--- src/hw/rtl/uherc_pkg.sv ---
package uherc_pkg;

    // Event TRB type codes handled by the decoder
    localparam logic [5:0] TRB_TRANSFER       = 6'd32;
    localparam logic [5:0] TRB_CMD_COMPLETION = 6'd33;
    localparam logic [5:0] TRB_PORT_CHANGE    = 6'd34;
    localparam logic [5:0] TRB_DOORBELL       = 6'd36;
    localparam logic [5:0] TRB_DEV_NOTIFY     = 6'd38;

    // TRB slots are sixteen bytes apart
    localparam int TRB_BYTE_SHIFT = 4;

    // Decoded fields whose widths do not depend on ring sizes
    typedef struct packed {
        logic        consumed;
        logic [5:0]  trb_type;
        logic [7:0]  completion_code;
        logic [7:0]  slot_id;
        logic [7:0]  vf_id;
        logic [4:0]  endpoint_id;
        logic [63:0] pointer_or_data;
        logic [23:0] length_or_parameter;
        logic        event_data_flag;
        logic [7:0]  aux_code;
    } t_event_fields;

endpackage

--- src/hw/rtl/usb_host_event_ring_consumer_top.sv ---
// Channel   Direction  Handshake                   Payload
// --------  ---------  --------------------------  ------------------------------------
// in        to block   i_in_valid / o_in_ready     i_word0 .. i_word3 (one event TRB)
// out       from block o_out_valid / i_out_ready   o_consumed .. o_next_dequeue
// cfg       to block   i_cfg_we (no wait)          i_cfg_wdata: command ring base
//
// One TRB per cycle sustained while the output keeps accepting results.
// The TRB sits in an input register, is decoded against the dequeue state and lands
// in the result register; the dequeue index and cycle bit update on that same move.
// A stalled result holds; the input register still takes one more TRB behind it.
// Synchronous active-low reset: index 0, cycle bit 1, base 0, both stages empty.
module usb_host_event_ring_consumer_top #(
    parameter int  EVENT_RING_SIZE   = 128,
    parameter int  COMMAND_RING_SIZE = 128,
    localparam int DEQ_W             = $clog2(EVENT_RING_SIZE),
    localparam int CIDX_W            = $clog2(COMMAND_RING_SIZE) + 1
) (
    input  logic              i_clk,
    input  logic              i_rst_n,
    input  logic              i_cfg_we,
    input  logic [63:0]       i_cfg_wdata,
    input  logic              i_in_valid,
    output logic              o_in_ready,
    input  logic [31:0]       i_word0,
    input  logic [31:0]       i_word1,
    input  logic [31:0]       i_word2,
    input  logic [31:0]       i_word3,
    output logic              o_out_valid,
    input  logic              i_out_ready,
    output logic              o_consumed,
    output logic [5:0]        o_trb_type,
    output logic [7:0]        o_completion_code,
    output logic [7:0]        o_slot_id,
    output logic [7:0]        o_vf_id,
    output logic [4:0]        o_endpoint_id,
    output logic [63:0]       o_pointer_or_data,
    output logic [23:0]       o_length_or_parameter,
    output logic              o_event_data_flag,
    output logic [7:0]        o_aux_code,
    output logic [CIDX_W-1:0] o_command_index,
    output logic [DEQ_W-1:0]  o_next_dequeue
);
    import uherc_pkg::*;

    logic              r_in_valid;
    logic [31:0]       r_word0;
    logic [31:0]       r_word1;
    logic [31:0]       r_word2;
    logic [31:0]       r_word3;
    logic [63:0]       r_cmd_base;
    logic              r_out_valid;
    t_event_fields     r_fields;
    logic [CIDX_W-1:0] r_cmd_idx;
    logic [DEQ_W-1:0]  r_next_deq;

    logic              advance;
    logic              match;
    logic [DEQ_W-1:0]  next_index;
    t_event_fields     n_fields;
    logic [CIDX_W-1:0] n_cmd_idx;

    // Stage handshake: decode moves when the result register is free or draining
    assign advance    = r_in_valid && (!r_out_valid || i_out_ready);
    assign o_in_ready = !r_in_valid || advance;

    // Command ring base register
    always_ff @(posedge i_clk) begin
        if (!i_rst_n) begin
            r_cmd_base <= '0;
        end else if (i_cfg_we) begin
            r_cmd_base <= i_cfg_wdata;
        end
    end

    // Input register
    always_ff @(posedge i_clk) begin
        if (!i_rst_n) begin
            r_in_valid <= 1'b0;
        end else if (o_in_ready) begin
            r_in_valid <= i_in_valid;
        end
    end

    always_ff @(posedge i_clk) begin
        if (i_in_valid && o_in_ready) begin
            r_word0 <= i_word0;
            r_word1 <= i_word1;
            r_word2 <= i_word2;
            r_word3 <= i_word3;
        end
    end

    uherc_ring_ptr #(
        .EVENT_RING_SIZE (EVENT_RING_SIZE),
        .DEQ_W           (DEQ_W)
    ) u_ring_ptr (
        .i_clk        (i_clk),
        .i_rst_n      (i_rst_n),
        .i_take       (advance),
        .i_trb_cycle  (r_word3[0]),
        .o_match      (match),
        .o_next_index (next_index)
    );

    uherc_decode #(
        .COMMAND_RING_SIZE (COMMAND_RING_SIZE),
        .CIDX_W            (CIDX_W)
    ) u_decode (
        .i_word0         (r_word0),
        .i_word1         (r_word1),
        .i_word2         (r_word2),
        .i_word3         (r_word3),
        .i_cmd_base      (r_cmd_base),
        .i_match         (match),
        .o_fields        (n_fields),
        .o_command_index (n_cmd_idx)
    );

    // Result register
    always_ff @(posedge i_clk) begin
        if (!i_rst_n) begin
            r_out_valid <= 1'b0;
        end else if (advance) begin
            r_out_valid <= 1'b1;
        end else if (i_out_ready) begin
            r_out_valid <= 1'b0;
        end
    end

    always_ff @(posedge i_clk) begin
        if (advance) begin
            r_fields   <= n_fields;
            r_cmd_idx  <= n_cmd_idx;
            r_next_deq <= next_index;
        end
    end

    assign o_out_valid           = r_out_valid;
    assign o_consumed            = r_fields.consumed;
    assign o_trb_type            = r_fields.trb_type;
    assign o_completion_code     = r_fields.completion_code;
    assign o_slot_id             = r_fields.slot_id;
    assign o_vf_id               = r_fields.vf_id;
    assign o_endpoint_id         = r_fields.endpoint_id;
    assign o_pointer_or_data     = r_fields.pointer_or_data;
    assign o_length_or_parameter = r_fields.length_or_parameter;
    assign o_event_data_flag     = r_fields.event_data_flag;
    assign o_aux_code            = r_fields.aux_code;
    assign o_command_index       = r_cmd_idx;
    assign o_next_dequeue        = r_next_deq;

`ifndef SYNTHESIS
    a_empty_result: assert property (@(posedge i_clk) disable iff (!i_rst_n)
        (r_out_valid && !r_fields.consumed) |->
            ((r_fields.pointer_or_data == '0) && (r_fields.aux_code == '0) &&
             (r_cmd_idx == CIDX_W'(COMMAND_RING_SIZE))))
        else $error("empty-ring result carries decoded fields");

    a_cmd_index_type: assert property (@(posedge i_clk) disable iff (!i_rst_n)
        (r_out_valid && (r_cmd_idx != CIDX_W'(COMMAND_RING_SIZE))) |->
            (r_fields.consumed && (r_fields.trb_type == TRB_CMD_COMPLETION)))
        else $error("command index set on a non-completion event");

    a_no_drop: assert property (@(posedge i_clk) disable iff (!i_rst_n)
        (r_in_valid && !advance) |=> r_in_valid)
        else $error("held TRB lost from input register");
`endif

endmodule

--- src/hw/rtl/uherc_ring_ptr.sv ---
module uherc_ring_ptr #(
    parameter int EVENT_RING_SIZE = 128,
    parameter int DEQ_W           = $clog2(EVENT_RING_SIZE)
) (
    input  logic             i_clk,
    input  logic             i_rst_n,
    input  logic             i_take,
    input  logic             i_trb_cycle,
    output logic             o_match,
    output logic [DEQ_W-1:0] o_next_index
);

    logic [DEQ_W-1:0] r_index;
    logic             r_cycle;
    logic [DEQ_W-1:0] n_index;
    logic             n_cycle;
    logic [DEQ_W:0]   idx_inc;
    logic             wrap;

    // Ownership check: TRB belongs to software only when cycle bits agree
    assign o_match = (i_trb_cycle == r_cycle);
    assign idx_inc = {1'b0, r_index} + {{DEQ_W{1'b0}}, 1'b1};
    assign wrap    = (idx_inc >= (DEQ_W+1)'(EVENT_RING_SIZE));

    // Index after this TRB; unchanged when the ring is empty
    always_comb begin
        n_index = r_index;
        n_cycle = r_cycle;
        if (o_match) begin
            if (wrap) begin
                n_index = '0;
                n_cycle = ~r_cycle;
            end else begin
                n_index = idx_inc[DEQ_W-1:0];
            end
        end
    end

    assign o_next_index = n_index;

    always_ff @(posedge i_clk) begin
        if (!i_rst_n) begin
            r_index <= '0;
            r_cycle <= 1'b1;
        end else if (i_take) begin
            r_index <= n_index;
            r_cycle <= n_cycle;
        end
    end

`ifndef SYNTHESIS
    a_empty_holds: assert property (@(posedge i_clk) disable iff (!i_rst_n)
        (i_take && !o_match) |=> ($stable(r_index) && $stable(r_cycle)))
        else $error("dequeue state moved on an empty ring");

    a_step_no_wrap: assert property (@(posedge i_clk) disable iff (!i_rst_n)
        (i_take && o_match && !wrap) |=>
            ((r_index == $past(idx_inc[DEQ_W-1:0])) && $stable(r_cycle)))
        else $error("dequeue index did not advance by one");

    a_wrap_toggles: assert property (@(posedge i_clk) disable iff (!i_rst_n)
        (i_take && o_match && wrap) |=> ((r_index == '0) && (r_cycle != $past(r_cycle))))
        else $error("ring wrap did not clear index and toggle cycle");

    a_index_range: assert property (@(posedge i_clk) disable iff (!i_rst_n)
        ({1'b0, r_index} < (DEQ_W+1)'(EVENT_RING_SIZE)))
        else $error("dequeue index beyond ring end");
`endif

endmodule

--- src/hw/rtl/uherc_decode.sv ---
module uherc_decode #(
    parameter int COMMAND_RING_SIZE = 128,
    parameter int CIDX_W            = $clog2(COMMAND_RING_SIZE) + 1
) (
    input  logic [31:0]                i_word0,
    input  logic [31:0]                i_word1,
    input  logic [31:0]                i_word2,
    input  logic [31:0]                i_word3,
    input  logic [63:0]                i_cmd_base,
    input  logic                       i_match,
    output uherc_pkg::t_event_fields   o_fields,
    output logic [CIDX_W-1:0]          o_command_index
);
    import uherc_pkg::*;

    localparam int SLOT_W = 64 - TRB_BYTE_SHIFT;

    logic [63:0]       ptr;
    logic [63:0]       offset;
    logic [SLOT_W-1:0] slot;
    logic              slot_in_range;
    logic [5:0]        trb_type;

    assign ptr      = {i_word1, i_word0};
    assign trb_type = i_word3[15:10];

    // Command ring slot: byte offset from base, sixteen bytes per TRB
    assign offset        = ptr - i_cmd_base;
    assign slot          = offset[63:TRB_BYTE_SHIFT];
    assign slot_in_range = (slot < SLOT_W'(COMMAND_RING_SIZE));

    always_comb begin
        o_fields        = '0;
        o_command_index = CIDX_W'(COMMAND_RING_SIZE);
        if (i_match) begin
            // common fields
            o_fields.consumed        = 1'b1;
            o_fields.trb_type        = trb_type;
            o_fields.completion_code = i_word2[31:24];
            o_fields.slot_id         = i_word3[31:24];
            o_fields.vf_id           = i_word3[23:16];

            // type-specific fields
            case (trb_type)
                TRB_TRANSFER: begin
                    o_fields.endpoint_id         = i_word3[20:16];
                    o_fields.pointer_or_data     = ptr;
                    o_fields.length_or_parameter = i_word2[23:0];
                    o_fields.event_data_flag     = i_word3[2];
                end
                TRB_CMD_COMPLETION: begin
                    o_fields.pointer_or_data     = ptr;
                    o_fields.length_or_parameter = i_word2[23:0];
                    if (slot_in_range) begin
                        o_command_index = slot[CIDX_W-1:0];
                    end
                end
                TRB_PORT_CHANGE: begin
                    o_fields.aux_code = i_word0[31:24];
                end
                TRB_DOORBELL: begin
                    o_fields.aux_code = {3'b000, i_word0[4:0]};
                end
                TRB_DEV_NOTIFY: begin
                    o_fields.pointer_or_data = {8'h00, ptr[63:8]};
                    o_fields.aux_code        = {4'h0, i_word0[7:4]};
                end
                default: begin
                end
            endcase
        end
    end

endmodule

--- config.mk ---
export PLATFORM = sky130hd
export DESIGN_NAME = usb_host_event_ring_consumer_top
export DESIGN_NICKNAME = d
export VERILOG_FILES = /design/src/hw/rtl/uherc_pkg.sv /design/src/hw/rtl/usb_host_event_ring_consumer_top.sv /design/src/hw/rtl/uherc_ring_ptr.sv /design/src/hw/rtl/uherc_decode.sv
export SDC_FILE = /design/constraint.sdc
export NUM_CORES = 1
export LEC_CHECK = 0
export BUFFER_PORTS_ARGS = -buffer_cell sky130_fd_sc_hd__buf_2
export CAP_MARGIN = 20
export CORE_MARGIN = 5
export CORE_UTILIZATION = 48
export CTS_CLUSTER_SIZE = 16
export DETAILED_ROUTE_END_ITERATION = 10
export MAX_ROUTING_LAYER = met4
export PLACE_DENSITY = 0.8
export SLEW_MARGIN = 20
export SYNTH_ARGS = -nofsm -noshare
export SYNTH_HDL_FRONTEND = slang
export SYNTH_SLANG_ARGS = --single-unit
--- constraint.sdc ---
create_clock -name i_clk -period 11.05 [get_ports i_clk]
set_input_delay 0.5525 -clock i_clk [delete_from_list [all_inputs] [get_ports i_clk]]
set_output_delay 0.5525 -clock i_clk [all_outputs]
set_load 0.01 [all_outputs]
==> impl_metrics.yaml, run 1 <==
cts:
  h-tree-depth: 2
  clk_pin_slew_ns: 0.06
  cts_root_buf: "clkbuf_16"
  cts_setup_buffers: 0
  cts_buffers: 37
  clk_path_buf_depth: 3
  hold_buffers: 0
  cts.repair.resized: 0
  cts_tree: "yes"
  cts.sinks: 342
  clock_latency_ns: 0.55
power_and_ir_drop:
  peakVddDrop_v: 0.000141
  p_leak_nw: 8.05
  power.density_nw_per_um2: 158
detailed_routing:
  wl_mm: 49.8
  drc_errors: 0
  drt_first_pass_iters: 5
  wl_per_cell_um: 21.4
  drt-initial-drc-count: 856
  via_per_inst: 5.68
  postRouteAntennaNets: 0
  num_vias: 13209
yosys:
  synth_top_family_by_area: "simple AND/OR/NAND/NOR gates"
  avgSynthCellArea_um2: 11.2
  synthAdderAreaFrac_pct: 4.63
  yosys_warnings: 0
  ys_async_sr_fraction_pct: 0
  synth-compound-area-share_pct: 14.1
  synth-simple-area-share_pct: 15.0
  synth_cell_types: 76
  syn_area_um2: 17000
  synth_fp_nets: 1778
  seq_area_frac_synth_pct: 56.0
  postSynthCellCount: 1518
  synth-edff-count: 268
  synth-seq-cells: 342
  ys.flop_type: "edfxtp_1"
  synth_mux_area_share_pct: 4.46
  synth_xor_area_share_pct: 2.26
global_routing:
  grt_overflow: 0
  grt_pass1_wl_mm: 74.0
  grt_pass1_vias: 12801
  grt_antenna_before_repair: 2
  grt_usage_pct: 25.1
  grt_max_degree: 93
worst_setup_path:
  cp.required_ns: 11.33
  cp_max_fo: 8
  endpoint_kind: "flip-flop"
  startpoint_type: "flip-flop"
  worstSetupPathType: "reg2reg"
  arrival_ns: 4.80
layout:
  final_common_cell: "buf_2"
  layout_common_cells: "337 x buf_2, 268 x edfxtp_1, 107 x nand2_1, 107 x a21oi_1, 86 x inv_1"
  area_growth_pct: 19.2
  fin_nets: 2092
  drive_gt1_share_pct: 23.2
  fillers: 2951
  final_cell_area_um2: 20300
floorplanning:
  dieArea_um2: 39300
  std_cell_rows: 69
  ios: 347
  initial_utilization_pct: 48.2
  die-height_um: 198
  core_area_um2: 35300
  dieWidth_um: 198
sta:
  relSlewSlack_pct: 34.5
  max_freq_mhz: 221
  maxSlewViolCount: 0
  rsz0062_at_grt: "no"
  fin_crit_sh_pct: 40.9
  period_minus_slack_ns: 4.52
  worst_pin_slew_ns: 0.983
  skew_ns: 0.0197
  hold_viol: 0
  setup_tns_ns: 0
  finalSetupViolCount: 0
place:
  gp_congestion: 0.954
  dp_hpwl_mm: 37.1
  placed_area_um2: 19100
  io_buffers: 338
job:
  cap_viol_max_count: 0
worst_hold_path:
  holdCritPathClass: "in2reg"
outcome:
  status: "finished clean"
-- flip-flops by register name (all words and copies together), names as in the netlist, 6 cells and up --
name / count
r_word1: 32
o_trb_type: 6
o_completion_code: 8
r_word0: 32
o_pointer_or_data: 64
o_aux_code: 8
r_word2: 32
r_cmd_base: 64
r_word3: 24
o_command_index: 8
o_next_dequeue: 7
o_length_or_parameter: 24
u_ring_ptr.r_index: 7
o_slot_id: 8
o_vf_id: 8
-- layout make-up --
type / count / area, um2 / area share, %
flip-flops and latches: 342 / 9530 / 47.0
multi-input cells: 1019 / 6900 / 34.0
repair buffers: 345 / 1750 / 8.61
clock buffers: 54 / 1030 / 5.08
well taps: 461 / 577 / 2.84
inverters: 87 / 332 / 1.64
clock inverters: 14 / 158 / 0.777
diodes: 4 / 10.0 / 0.0494
-- through the flow --
step	total power, mW	util, %	hold WS [ns]	setup WS (ns)	instances
floorplan	1.83	-	0.473	5.86	1518
global placement	2.00	54.0	0.487	6.63	2254
detailed placement	2.01	54.0	0.501	6.64	2254
CTS	3.21	57.4	0.149	6.59	2322
global route	3.33	57.4	0.142	6.29	2324
finish	3.19	57.4	0.171	6.53	2326
-- worst paths after layout --
| kind | from | to | slack (ns) | cells past startpoint |
|---|---|---|---|---|
| max | r_word0[25] | o_command_index[7] | 6.53 | 12 |
| min | i_word3[30] | r_word3[30] | 0.17 | 1 |
| max reg2reg | r_word0[25] | o_command_index[7] | 6.53 | 12 |
| min reg2reg | u_ring_ptr.r_index[1] | u_ring_ptr.r_index[1] | 0.51 | 2 |
-- Yosys cell counts (4+ instances only) --
cell	n	area, um2
edfxtp_1	268	8050
a21oi_1	107	536
nand2_1	107	402
inv_1	86	323
nor2_1	85	319
dfxtp_1	74	1480
nor2b_1	72	450
mux2i_1	69	691
and2_1	67	419
ha_1	63	788
a22o_1	56	490
clkbuf_1	53	199
o21ai_0	51	255
nand4_1	35	219
xnor2_1	29	254
o21ai_1	24	120
nand3_1	23	115
nor3_1	23	115
nor4_1	18	113
xor2_1	15	131
a21o_1	14	105
buf_2	13	65.1
o21a_1	12	90.1
o21bai_1	9	67.6
or3_1	9	56.3
a211oi_1	8	60.1
a31oi_1	8	50.1
and3_1	8	50.1
o211ai_1	7	52.6
a22oi_1	6	45.0
mux2_2	6	67.6
a21boi_0	5	37.5
a221oi_1	5	43.8
nand2b_1	5	31.3
o22ai_1	5	31.3
nand3b_1	4	30.0
nor3b_1	4	30.0
o31ai_1	4	30.0
or2_2	4	25.0
-- worst max-delay path, stage by stage, from the launching register on --
cell and delay [ns]:
edfxtp_1 0.55, ha_1 0.47, a21oi_1 0.33, o21ai_0 0.29, a21oi_1 0.36, a311o_1 0.33
and4_1 0.27, nor3b_1 0.06, nor4_1 0.43, nand3_1 0.12, nor4_1 0.33, nand4_2 0.30
or3_1 0.39
-- kinds of logic (layout without fill, tap and decap cells) --
| kind of cell | count (synthesis) | count (layout) |
|---|---|---|
| buffers and inverters | 157 | 500 |
| AOI/OAI and AO/OA | 357 | 357 |
| muxes | 75 | 75 |
| xor gates and xnor gates | 44 | 44 |
| adders and majority gates | 63 | 63 |
| other | 0 | 4 |
| DFF | 342 | 342 |
| and+or+nand+nor | 480 | 480 |
-- per-layer routing --
| layer | GRT usage, % | wire length [um] | up-vias |
|---|---|---|---|
| li1 | - | - | 6255 |
| met1 | 34.8 | 21700 | 6378 |
| met2 | 39.4 | 23300 | 512 |
| met3 | 4.12 | 3820 | 64 |
| met4 | 5.94 | 998 | 0 |
| met5 | - | 0 | - |
-- power breakdown --
group | switching (mW) | internal (mW)
Clock | 0.505 | 0.702
Sequential | 0.0399 | 1.45
Combinational | 0.311 | 0.181
Total | 0.856 | 2.34
No activity file was read; power rests on OpenSTA's default activity.
==> run 2, diff against run 1 <==
--- a/config.mk
+++ b/config.mk
@@ -12,7 +12,7 @@
 export CTS_CLUSTER_SIZE = 16
 export DETAILED_ROUTE_END_ITERATION = 10
 export MAX_ROUTING_LAYER = met4
-export PLACE_DENSITY = 0.8
+export PLACE_DENSITY = 0.83
 export SLEW_MARGIN = 20
 export SYNTH_ARGS = -nofsm -noshare
 export SYNTH_HDL_FRONTEND = slang
==> constraint.sdc (replaced) <==
create_clock -name i_clk -period 3.95 [get_ports i_clk]
set_input_delay 0.1975 -clock i_clk [delete_from_list [all_inputs] [get_ports i_clk]]
set_output_delay 0.1975 -clock i_clk [all_outputs]
set_load 0.01 [all_outputs]
==> run 2 against run 1 <==
Net effect:
- setup slack got worse by 6.4 ns
- utilization increased by 8.9 points
- register-to-register slack got worse by 6.4 ns
- combinational power increased to 3.7 times the previous value
- critical endpoint is now o_command_index[1]
- largest power group unchanged
- highest routed layer unchanged
==> impl_metrics.yaml, run 2 (same netlist as run 1, synthesis figures left out) <==
sta:
  hold_viol: 0
  worst_pin_slew_ns: 1.04
  skew_ns: 0.0196
  setup_ws_ns: 0.122
  fin_crit_sh_pct: 96.9
  period_minus_slack_ns: 3.83
  hold_ws_ns: 0.319
  relSlewSlack_pct: 30.9
  finalSetupViolCount: 0
  maxSlewViolCount: 0
  max_freq_mhz: 261
worst_setup_path:
  arrival_ns: 4.20
  cp_slowest_cell: "edfxtp_1"
  cp.required_ns: 4.32
  endpoint_kind: "flip-flop"
  startpoint_type: "flip-flop"
  path_buf_inv: 2
  max_stage_delay_ns: 0.45
  cp_max_fo: 7
  worstSetupPathType: "reg2reg"
  path_delay_family: "compound AO/OA/AOI/OAI gates"
  crit_top_cell: "buf_4"
  crit_chain: "ha_1 > a21o_1 > a31o_1 > a21oi_2 > o311a_1 > a211oi_2 > buf_4 > o32a_1 > a21oi_1 > xnor2_1 > a2111oi_2 > nand4_2 > buf_4 > nor4_1"
global_routing:
  grt_antenna_before_repair: 2
  grt_pass1_vias: 15044
  grt_pass1_wl_mm: 87.7
  grt_max_degree: 89
  grt_usage_pct: 29.9
  grt_overflow: 0
floorplanning:
  ios: 347
  die-height_um: 198
  dieWidth_um: 198
  std_cell_rows: 69
  initial_utilization_pct: 48.2
  dieArea_um2: 39300
  core_area_um2: 35300
cts:
  cts.sinks: 342
  clock_latency_ns: 0.57
  cts_root_buf: "clkbuf_16"
  h-tree-depth: 2
  cts_buffers: 36
  clk_path_buf_depth: 3
  cts_tree: "yes"
  clk_pin_slew_ns: 0.06
job:
  cap_viol_max_count: 0
power_and_ir_drop:
  power.density_nw_per_um2: 407
  peakVddDrop_v: 0.000390
  power_mw: 9.53
  p_leak_nw: 9.49
detailed_routing:
  via_per_inst: 5.65
  postRouteAntennaNets: 0
  drt-initial-drc-count: 1243
  wl_per_cell_um: 22.2
  drc_errors: 0
  num_vias: 14883
  wl_mm: 58.6
  drt_first_pass_iters: 5
layout:
  fin_nets: 2405
  fillers: 2542
  utilization_pct: 66.4
  drive_gt1_share_pct: 28.2
  area_growth_pct: 37.7
  final_common_cell: "buf_2"
  layout_common_cells: "337 x buf_2, 268 x edfxtp_1, 188 x dlygate4sd3_1, 131 x buf_4, 107 x nand2_1"
place:
  io_buffers: 338
  post-place-ws_ns: -0.0967
  dp_hpwl_mm: 40.6
  gp_congestion: 0.961
worst_hold_path:
  holdCritPathClass: "in2reg"
outcome:
  status: "finished clean"
run 2: changes by cell type in the layout (fill, tap and decap cells not counted), sizes merged, moves of 2 or more:
cell,delta
clkbuf,-10
buf,+126
diode,-2
bufinv,+2
clkinv,+4
dlygate4sd3,+188
run 2: power by group:
group	internal (mW)	leakage (nW)	total [mW]	switching, mW
Sequential	4.06	3.23	4.16	0.0962
Combinational	0.787	5.66	1.81	1.02
Clock	2.05	0.601	3.56	1.51
Total	6.90	9.49	9.53	2.63
run 2: final timing paths:
path | startpoint | to | slack, ns | cells past startpoint
hold / removal | i_cfg_we | r_cmd_base[2] | 0.32 | 3
setup reg to reg | r_word0[2] | o_command_index[1] | 0.12 | 14
hold reg to reg | u_ring_ptr.r_index[1] | u_ring_ptr.r_index[1] | 0.50 | 2
setup / recovery | r_word0[2] | o_command_index[1] | 0.12 | 14
run 2: worst min-delay path: stages:
cell and delay [ns]:
buf_4 0.33, mux2i_1 0.21, nor2b_1 0.10
run 2: timing repair:
| item | 4_1_cts | 5_1_grt |
|---|---|---|
| setup buffers | 0 | 3 |
| pin swaps | 0 | 2 |
| hold buffers | 188 | 0 |
| setup endpoints to repair | 8 | 8 |
| endpoints found under the hold margin | 192 | 0 |
| resized for setup | 8 | 54 |
run 2: cell type report:
| cell class | instances | area (um2) | area share, % |
|---|---|---|---|
| flip-flops and latches | 342 | 9530 | 40.7 |
| multi-input cells | 1019 | 7150 | 30.5 |
| repair buffers | 659 | 4610 | 19.7 |
| clock buffers | 44 | 971 | 4.14 |
| well taps | 461 | 577 | 2.46 |
| inverters | 87 | 332 | 1.41 |
| clock inverters | 22 | 256 | 1.09 |
| diodes | 2 | 5.00 | 0.0214 |
run 2: per-layer routing:
metal | share of wire, % | global-route usage (%) | up-vias | routed length, um
met2 | 49 | 50.4 | 728 | 28800
met1 | 41 | 38.1 | 7192 | 23900
li1 | - | - | 6864 | -
met5 | 0 | - | - | 0
met4 | 2.5 | 7.12 | 0 | 1470
met3 | 7.6 | 4.80 | 99 | 4430
run 2: through the flow:
step	area [um2]	TNS, ns	instances
final	23400	0	2636
after CTS	23200	0	2631
after global routing	23400	-0.153	2636
after detailed placement	20000	-0.378	2377
after global placement	20000	-0.482	2377
after floorplan	17000	0	1518
